===== src/hdl/assert_macros.svh =====
// Assertion helpers shared by the RTL; all are clocked on clk and held off during reset.
`ifndef ASSERT_MACROS_SVH
`define ASSERT_MACROS_SVH

// Same-cycle implication.
`define LCTG_ASSERT_NOW(lbl, pre, post, msg) \
  lbl: assert property (@(posedge clk) disable iff (!rst_n) (pre) |-> (post)) else $error(msg);

// Next-cycle implication.
`define LCTG_ASSERT_NEXT(lbl, pre, post, msg) \
  lbl: assert property (@(posedge clk) disable iff (!rst_n) (pre) |=> (post)) else $error(msg);

`endif


===== src/hdl/lctg_pkg.sv =====
`default_nettype none

package lctg_pkg;

  typedef struct packed {
    logic [7:0] red;
    logic [7:0] green;
    logic [7:0] blue;
  } rgb_t;

  typedef enum logic [2:0] {
    REG_DIRECTION = 3'd0,
    REG_PERIOD    = 3'd1,
    REG_RED       = 3'd2,
    REG_GREEN     = 3'd3,
    REG_BLUE      = 3'd4,
    REG_TRAIL     = 3'd5,
    REG_STRIP     = 3'd6
  } cfg_reg_t;

  localparam int unsigned MaxLeds  = 256;
  localparam int unsigned MaxTrail = 64;

  localparam int unsigned CfgIdxW  = 3;
  localparam int unsigned CfgDataW = 16;
  localparam int unsigned TrailW   = 7;
  localparam int unsigned StripW   = 9;
  localparam int unsigned TimeW    = 32;
  localparam int unsigned IdxW     = 8;
  localparam int unsigned TW       = 6;

  localparam logic [7:0]        FullBright   = 8'd255;
  localparam logic [15:0]       PeriodReset  = 16'd500;
  localparam logic [TrailW-1:0] TrailReset   = 7'd2;
  localparam logic [StripW-1:0] StripReset   = 9'd256;
  localparam logic [StripW-1:0] StripMax     = 9'd256;
  localparam logic [TrailW-1:0] TrailMax     = 7'd64;

  // Brightness decrement per trail pixel, floor(255 / L), indexed by L - 1.
  localparam logic [7:0] STEP_TABLE [64] = '{
    8'd255, 8'd127, 8'd85,  8'd63,  8'd51,  8'd42,  8'd36,  8'd31,
    8'd28,  8'd25,  8'd23,  8'd21,  8'd19,  8'd18,  8'd17,  8'd15,
    8'd15,  8'd14,  8'd13,  8'd12,  8'd12,  8'd11,  8'd11,  8'd10,
    8'd10,  8'd9,   8'd9,   8'd9,   8'd8,   8'd8,   8'd8,   8'd7,
    8'd7,   8'd7,   8'd7,   8'd7,   8'd6,   8'd6,   8'd6,   8'd6,
    8'd6,   8'd6,   8'd5,   8'd5,   8'd5,   8'd5,   8'd5,   8'd5,
    8'd5,   8'd5,   8'd5,   8'd4,   8'd4,   8'd4,   8'd4,   8'd4,
    8'd4,   8'd4,   8'd4,   8'd4,   8'd4,   8'd4,   8'd4,   8'd3
  };

endpackage

`default_nettype wire


===== src/hdl/lctg_dim.sv =====
`default_nettype none

module lctg_dim (
  input  lctg_pkg::rgb_t level,
  input  logic [7:0]     bright,
  output lctg_pkg::rgb_t dimmed
);
  import lctg_pkg::*;

  // x / 255 for x up to 255*255: (x + 1 + (x >> 8)) >> 8
  function automatic logic [7:0] scale(input logic [7:0] lvl, input logic [7:0] b);
    logic [15:0] prod;
    logic [16:0] sum;
    prod = {8'd0, lvl} * {8'd0, b};
    sum  = {1'b0, prod} + 17'd1 + {9'd0, prod[15:8]};
    return sum[15:8];
  endfunction

  assign dimmed.red   = scale(level.red,   bright);
  assign dimmed.green = scale(level.green, bright);
  assign dimmed.blue  = scale(level.blue,  bright);

endmodule

`default_nettype wire


===== src/hdl/led_chase_trail_generator_unit.sv =====
// LED chase with a fading trail.
// Input channel (in_valid / in_stall / in_now_ms): one millisecond timestamp per item.
// If at least period_ms have passed since the last frame, the block records the
// time and sends one frame of L pixels on the output channel, L = min(trail_length,
// strip_length, 64), a zero strip counting as one; otherwise the item produces nothing.
// Output channel (out_valid / out_stall / out_*): head pixel first with clear_first
// set, last pixel with frame_done set; the head then steps one LED with wrap.
// Config channel (cfg_valid / cfg_ready / cfg_index / cfg_data): always ready, write
// only while idle. A zero trail length write is ignored.
// Timing: an item is accepted in the idle state and its time tested in the check state,
// then one pixel goes out per cycle while the output is not stalled, from a single
// shared dim unit (three 8x8 multiplies); the input is stalled until the last pixel
// is in the output register. A stalled output holds its pixel and pauses the walk.
// Reset: registers return to their defaults, last frame time and head go to zero,
// the output register empties.
`default_nettype none
`include "assert_macros.svh"

module led_chase_trail_generator_unit (
  input  logic                              clk,
  input  logic                              rst_n,
  input  logic                              in_valid,
  output logic                              in_stall,
  input  logic [lctg_pkg::TimeW-1:0]        in_now_ms,
  output logic                              out_valid,
  input  logic                              out_stall,
  output logic [lctg_pkg::IdxW-1:0]         out_led_index,
  output logic [7:0]                        out_red_out,
  output logic [7:0]                        out_green_out,
  output logic [7:0]                        out_blue_out,
  output logic                              out_clear_first,
  output logic                              out_frame_done,
  input  logic                              cfg_valid,
  output logic                              cfg_ready,
  input  logic [lctg_pkg::CfgIdxW-1:0]      cfg_index,
  input  logic [lctg_pkg::CfgDataW-1:0]     cfg_data
);
  import lctg_pkg::*;

  typedef enum logic [2:0] {
    S_IDLE  = 3'b001,
    S_CHECK = 3'b010,
    S_EMIT  = 3'b100
  } state_t;

  state_t state_r, state_nxt;

  logic              dir_fwd_r;
  logic [15:0]       period_r;
  rgb_t              color_r;
  logic [TrailW-1:0] trail_r;
  logic [StripW-1:0] strip_r;

  logic [TimeW-1:0]  last_r, last_nxt;
  logic [IdxW-1:0]   head_r, head_nxt;
  logic [TimeW-1:0]  now_r;

  logic [IdxW-1:0]   nm1_r, nm1_nxt;
  logic [TW-1:0]     lenm1_r, lenm1_nxt;
  logic [TW-1:0]     t_r, t_nxt;
  logic [IdxW-1:0]   idx_r, idx_nxt;
  logic [7:0]        step_r, step_nxt;
  logic [7:0]        bright_r, bright_nxt;

  logic              out_valid_r, out_valid_nxt;
  logic              out_load;
  logic [IdxW-1:0]   out_idx_r;
  rgb_t              out_rgb_r;
  logic              out_first_r;
  logic              out_last_r;

  logic [TimeW-1:0]  elapsed;
  logic [StripW-1:0] n_eff;
  logic [TrailW-1:0] trail_cap;
  logic [StripW-1:0] len_eff;
  logic [IdxW-1:0]   head_eff;
  logic              out_free;
  logic              last_pix;
  rgb_t              dimmed;

  lctg_dim u_dim (
    .level  (color_r),
    .bright (bright_r),
    .dimmed (dimmed)
  );

  assign in_stall  = (state_r != S_IDLE);
  assign cfg_ready = 1'b1;
  assign out_free  = !out_valid_r || !out_stall;
  assign last_pix  = (t_r == lenm1_r);

  // Frame geometry, settled in the check cycle.
  always_comb begin
    elapsed = now_r - last_r;
    if (strip_r == '0) begin
      n_eff = StripW'(1);
    end else if (strip_r > StripMax) begin
      n_eff = StripMax;
    end else begin
      n_eff = strip_r;
    end
    trail_cap = (trail_r > TrailMax) ? TrailMax : trail_r;
    len_eff   = ({2'b00, trail_cap} > n_eff) ? n_eff : {2'b00, trail_cap};
    head_eff  = ({1'b0, head_r} >= n_eff) ? '0 : head_r;
  end

  always_comb begin
    state_nxt     = state_r;
    last_nxt      = last_r;
    head_nxt      = head_r;
    nm1_nxt       = nm1_r;
    lenm1_nxt     = lenm1_r;
    t_nxt         = t_r;
    idx_nxt       = idx_r;
    step_nxt      = step_r;
    bright_nxt    = bright_r;
    out_valid_nxt = out_valid_r;
    out_load      = 1'b0;

    if (out_valid_r && !out_stall) begin
      out_valid_nxt = 1'b0;
    end

    case (state_r)
      S_IDLE: begin
        if (in_valid) begin
          state_nxt = S_CHECK;
        end
      end
      S_CHECK: begin
        if (elapsed < {16'd0, period_r}) begin
          state_nxt = S_IDLE;
        end else begin
          last_nxt   = now_r;
          nm1_nxt    = IdxW'(n_eff - StripW'(1));
          lenm1_nxt  = TW'(len_eff - StripW'(1));
          step_nxt   = STEP_TABLE[TW'(len_eff - StripW'(1))];
          bright_nxt = FullBright;
          t_nxt      = '0;
          idx_nxt    = head_eff;
          head_nxt   = head_eff;
          state_nxt  = S_EMIT;
        end
      end
      S_EMIT: begin
        if (out_free) begin
          out_load      = 1'b1;
          out_valid_nxt = 1'b1;
          t_nxt         = t_r + TW'(1);
          bright_nxt    = bright_r - step_r;
          // Trail walks opposite to the way the head moves.
          if (dir_fwd_r) begin
            idx_nxt = (idx_r == '0) ? nm1_r : idx_r - IdxW'(1);
          end else begin
            idx_nxt = (idx_r == nm1_r) ? '0 : idx_r + IdxW'(1);
          end
          if (last_pix) begin
            if (dir_fwd_r) begin
              head_nxt = (head_r == nm1_r) ? '0 : head_r + IdxW'(1);
            end else begin
              head_nxt = (head_r == '0) ? nm1_r : head_r - IdxW'(1);
            end
            state_nxt = S_IDLE;
          end
        end
      end
      default: begin
        state_nxt = S_IDLE;
      end
    endcase
  end

  always_ff @(posedge clk) begin
    if (!rst_n) begin
      state_r     <= S_IDLE;
      out_valid_r <= 1'b0;
      last_r      <= '0;
      head_r      <= '0;
      dir_fwd_r   <= 1'b1;
      period_r    <= PeriodReset;
      color_r     <= '{red: FullBright, green: FullBright, blue: FullBright};
      trail_r     <= TrailReset;
      strip_r     <= StripReset;
    end else begin
      state_r     <= state_nxt;
      out_valid_r <= out_valid_nxt;
      last_r      <= last_nxt;
      head_r      <= head_nxt;
      if (cfg_valid && cfg_ready) begin
        case (cfg_index)
          REG_DIRECTION: dir_fwd_r     <= cfg_data[0];
          REG_PERIOD:    period_r      <= cfg_data;
          REG_RED:       color_r.red   <= cfg_data[7:0];
          REG_GREEN:     color_r.green <= cfg_data[7:0];
          REG_BLUE:      color_r.blue  <= cfg_data[7:0];
          REG_TRAIL: begin
            if (cfg_data[TrailW-1:0] != '0) begin
              trail_r <= cfg_data[TrailW-1:0];
            end
          end
          REG_STRIP:     strip_r       <= cfg_data[StripW-1:0];
          default: begin
          end
        endcase
      end
    end
  end

  always_ff @(posedge clk) begin
    if (state_r == S_IDLE && in_valid) begin
      now_r <= in_now_ms;
    end
    nm1_r    <= nm1_nxt;
    lenm1_r  <= lenm1_nxt;
    t_r      <= t_nxt;
    idx_r    <= idx_nxt;
    step_r   <= step_nxt;
    bright_r <= bright_nxt;
    if (out_load) begin
      out_idx_r   <= idx_r;
      out_rgb_r   <= dimmed;
      out_first_r <= (t_r == '0);
      out_last_r  <= last_pix;
    end
  end

  assign out_valid       = out_valid_r;
  assign out_led_index   = out_idx_r;
  assign out_red_out     = out_rgb_r.red;
  assign out_green_out   = out_rgb_r.green;
  assign out_blue_out    = out_rgb_r.blue;
  assign out_clear_first = out_first_r;
  assign out_frame_done  = out_last_r;

  `LCTG_ASSERT_NOW(a_t_in_range, state_r == S_EMIT, t_r <= lenm1_r, "pixel count past trail")
  `LCTG_ASSERT_NOW(a_idx_in_strip, state_r == S_EMIT, idx_r <= nm1_r, "led index past strip")
  `LCTG_ASSERT_NOW(a_bright_lit, state_r == S_EMIT, bright_r != '0, "trail pixel fully dark")
  `LCTG_ASSERT_NEXT(a_last_ends_frame, state_r == S_EMIT && out_free && last_pix,
                    state_r == S_IDLE && out_valid_r && out_last_r, "frame did not close")

endmodule

`default_nettype wire

===== config.mk =====
export PLATFORM = sky130hd
export DESIGN_NAME = led_chase_trail_generator_unit
export DESIGN_NICKNAME = d
export VERILOG_FILES = /design/src/hdl/lctg_pkg.sv /design/src/hdl/lctg_dim.sv /design/src/hdl/led_chase_trail_generator_unit.sv
export VERILOG_INCLUDE_DIRS = /design/src /design/src/hdl
export SDC_FILE = /design/constraint.sdc
export NUM_CORES = 1
export LEC_CHECK = 0
export BUFFER_PORTS_ARGS = -buffer_cell sky130_fd_sc_hd__buf_2
export CAP_MARGIN = 20
export CELL_PAD_IN_SITES_DETAIL_PLACEMENT = 2
export CELL_PAD_IN_SITES_GLOBAL_PLACEMENT = 2
export CORE_ASPECT_RATIO = 0.8
export CORE_MARGIN = 2
export CORE_UTILIZATION = 35
export DETAILED_ROUTE_END_ITERATION = 7
export GPL_ROUTABILITY_DRIVEN = 0
export GPL_TIMING_DRIVEN = 0
export PLACE_DENSITY_LB_ADDON = 0.1
export SYNTH_ARGS = -nofsm -noshare
export SYNTH_HDL_FRONTEND = slang
export SYNTH_SLANG_ARGS = --single-unit

===== constraint.sdc =====
create_clock -name clk -period 7.6 [get_ports clk]
set_input_delay 0.38 -clock clk [delete_from_list [all_inputs] [get_ports clk]]
set_output_delay 0.38 -clock clk [all_outputs]
set_load 0.005 [all_outputs]

==> metrics list <==
- Share of synthesized area occupied by flip-flops and latches: 27.7%
* Measured slew at the worst slew-check pin: 0.910 ns
* Reg2reg start: bright_r[5]
- Cells after Synth: 2152
- After clock tree synthesis, the clock-pin slew on the worst setup and hold paths is 0.06 ns.
- Cts bufs inserted: 28
* Setup repair after global routing missed its margin: no
- Worst flop-to-flop path endpoint: out_green_out[5]
- Setup violations remaining at the end of the flow were counted as 0.
- Buffer cell driving the clock tree root: clkbuf_16
- Counting every sink on the clock net gives 211.
- After global routing the overflow that remains totals 0.
* Area overhead of the layout relative to synthesis: 13.3%
- Most instantiated flip-flop cell in the synthesis netlist: edfxtp_1
- Data on the critical path is required at its endpoint by 7.89 ns.
* Iteration-0 DRC Markers: 511
- Between clock sinks in the finished design, the worst skew comes to 0.0122 ns.
- Hold Crit Class: input port to flip-flop
- Maximum number of pins on one net before global-route repair: 35
- The clock passes through at most 3 buffers.
* Slew HR: 38.9%
- Syn Area/Cell: 8.93 sq um
* Overall via count from detail_route: 15800
* Dominant cells by area after synthesis: edfxtp_1 (17%), ha_1 (14%), fa_1 (11%)
- Max_cap viols: 0
- In this run the most critical hold path is launched from cfg_data[8].
- The number of antenna violations at the first check in global routing is 2.
* Synth async-reset ratio: 0%
- Once routing completed, OpenROAD measured the worst setup slack at 0.559 ns.
* Result of the run: complete, no violations
- Before CTS, the worst setup slack after placement is 0.219 ns.
* Wire length of the first global-routing pass: 97100 um
- Fraction of post-synthesis cell area in the top cell type by area: 17.2%
- Number of slew-limit violations in the final report: 0
- The pre-antenna-repair detailed-routing pass consisted of 4 iterations.
* Most common library cells after synthesis: nand2_1 (276), inv_1 (242), ha_1 (212)
- In this run the number of H-tree levels came out at 1.
- Unique masters post-synth: 77
* Fillers: 5949
- Number of endpoints with negative hold slack in the final report: 0
- The die is 266 um wide.
* Crit Path Class: flip-flop to flip-flop
- The worst setup path is captured at a flip-flop.
* Setup TNS: 0 ns
- Largest fanout on the critical path: 10
* Max Fclk: 0.142 GHz
* Cell type with the highest aggregate area in the netlist: edfxtp_1
- Final Net Count: 2683
- CTS tree: yes
- Port buffer count: 89
- The worst register-to-register path has a setup slack of 0.56 ns.
- Detail Placement HPWL: 46900 um
- In this run, synthesis inferred 110 flip-flops with an integrated enable.
- The worst setup path is launched from a flip-flop.
- Via count of the first global-routing pass: 17500
* I/O pin count: 93
- Number of nets in the synthesized netlist: 2530
- After detailed routing, the number of vias per cell comes to 5.22.
- Number of core rows: 76
* Worst EP arrival: 7.33 ns
* Worst Reg2Reg Path Length in Cells: 21
- In the final layout, the share of cells above drive strength 1 is 7.39%.
* Post-route clock period utilization: 92.6%
- After detailed routing, the average wire length per cell comes to 19.8 um.
* Die boundary height: 214 um
- Time the worst path needs with I/O delays and setup: 7.04 ns
- P per Cell Area: 233 nW/um^2
- In this run, synthesis produced a sequential element count of 211.
* Area of the placeable core: 54000 sq um
- Mapped cell area: 19200 sq um
* Total routing usage reported by global routing: 21.5%
* Maximum ir drop on the vdd rail: 180 uV
- At the later pin of the worst-skew pair, clock insertion delay measures 0.58 ns.
* Hold Path End: strip_r[8]
- Most instantiated library cell after synthesis: nand2_1
* Area enclosed by the die boundary: 56800 sq um
* Antenna-violating nets left: 0
* LEAKAGE: 9.24 nW
- Post-route DRC violation count: 0
- Hold Path Depth: 3
* Count of yosys warnings during synthesis: 0
* Starting Density: 35.6%
- The routed design has 60100 um of wire.
==> flip-flops by register name (all words and copies together), names as in the netlist <==
name / cells
out_led_index: 8
out_red_out: 8
out_green_out: 8
lenm1_r: 6
state_r: 3
idx_r: 8
head_r: 8
t_r: 6
trail_r: 7
out_clear_first: 1
dir_fwd_r: 1
last_r: 32
strip_r: 9
period_r: 16
out_frame_done: 1
bright_r: 8
now_r: 32
out_valid: 1
out_blue_out: 8
nm1_r: 8
color_r: 24
step_r: 8
==> power by group <==
| part | internal, mW | switching, mW | total [mW] | leakage (nW) |
|---|---|---|---|---|
| combinational | 1.01 | 1.46 | 2.47 | 6.99 |
| clock | 0.728 | 0.549 | 1.28 | 0.418 |
| sequential | 1.30 | 0.0323 | 1.33 | 1.83 |
| total | 3.04 | 2.04 | 5.08 | 9.24 |
==> stage by stage <==
stage | util (%) | power (mW) | instances | hold WS [ns] | area [sq um]
after global routing | 40.3 | 5.52 | 3030 | 0.0647 | 21800
after global placement | 38.0 | 3.70 | 2943 | 0.430 | 20500
after CTS | 40.3 | 5.16 | 3028 | 0.0362 | 21800
after floorplan | - | 3.18 | 2152 | 0.424 | 19200
after detailed placement | 38.1 | 3.82 | 2944 | 0.437 | 20600
final | 40.3 | 5.08 | 3030 | 0.0654 | 21800
==> what timing repair did <==
| item | 4_1_cts | 5_1_grt |
|---|---|---|
| endpoints found under the hold margin | 32 | 0 |
| hold buffers | 32 | 0 |
| setup buffers | 0 | 0 |
| endpoints found under the setup margin | 0 | 14 |
| resized for setup | 0 | 18 |
==> cells in the final DEF, fill, tap and decap left out, types with 21 or more instances in the layout <==
master and n:
o21ai_0 54, dlygate4sd3_1 32, clkbuf_1 62, nand2b_1 22, dfxtp_1 101, and2_1 173, ha_1 212, xnor2_1 94
fa_1 110, buf_2 89, inv_1 242, nand2_1 276, clkbuf_16 29, o211ai_1 21, nor3_1 30, nor2_1 103
edfxtp_1 110, mux2i_1 48, nand3_1 62, xor2_1 49, a21oi_1 100, a21o_1 29
==> cell families after synthesis <==
| kind of cell | count (synthesis) | synth area share (%) |
|---|---|---|
| other cells | 1 | 0.0195 |
| flops | 211 | 27.7 |
| fa+ha+maj | 325 | 25.4 |
| mux | 52 | 2.75 |
| simple gates | 763 | 19.5 |
| compound gates | 340 | 11.5 |
| buf+inv | 316 | 6.53 |
| xor+xnor | 144 | 6.63 |
==> worst max-delay path by stage <==
stage                      from               end  slack (ns)  cells past startpoint
detailed placement  bright_r[5]  out_green_out[7]        0.22                     22
global route        bright_r[5]    out_red_out[6]        0.03                     23
floorplan           bright_r[7]   out_blue_out[7]        1.57                     22
CTS                 bright_r[5]  out_green_out[5]        0.19                     22
global placement    bright_r[5]  out_green_out[7]        0.39                     22
finish              bright_r[5]  out_green_out[5]        0.56                     21
==> metal layers <==
metal | vias up | track usage, % | share of wire [%] | wire length (um)
met5 | - | 0 | 0.022 | 13
met4 | 2 | 4.49 | 2.0 | 1180
met3 | 60 | 2.97 | 3.1 | 1830
met2 | 169 | 34.9 | 45 | 27100
met1 | 8021 | 30.5 | 50 | 29900
li1 | 7576 | - | - | -
==> worst max-delay path: stages (launching register included) <==
cell and delay, ns:
edfxtp_1 0.63, clkbuf_1 0.50, and2_1 0.23, fa_1 0.46
fa_1 0.52, fa_1 0.55, inv_1 0.06, fa_1 0.53
inv_1 0.04, ha_1 0.33, o21a_1 0.15, o21ai_0 0.10
o31ai_1 0.40, nor2_1 0.11, xnor2_1 0.39, ha_1 0.23
nand3_1 0.09, o31ai_1 0.38, nand2_1 0.09, o311ai_1 0.59
nand3b_1 0.18, xor2_1 0.18
==> final cells by class <==
| type | instances | area [sq um] | share of cell area (%) |
|---|---|---|---|
| antenna | 1 | 2.50 | 0.0115 |
| buffer | 73 | 353 | 1.62 |
| clock buffer | 35 | 748 | 3.43 |
| clock inverter | 17 | 118 | 0.540 |
| inverter | 243 | 912 | 4.19 |
| multi-input combinational | 1625 | 12700 | 58.1 |
| sequential | 211 | 5330 | 24.4 |
| tap | 702 | 878 | 4.03 |
| timing repair buffer | 123 | 791 | 3.63 |
Note: power is estimated with default switching activity, not from simulation.
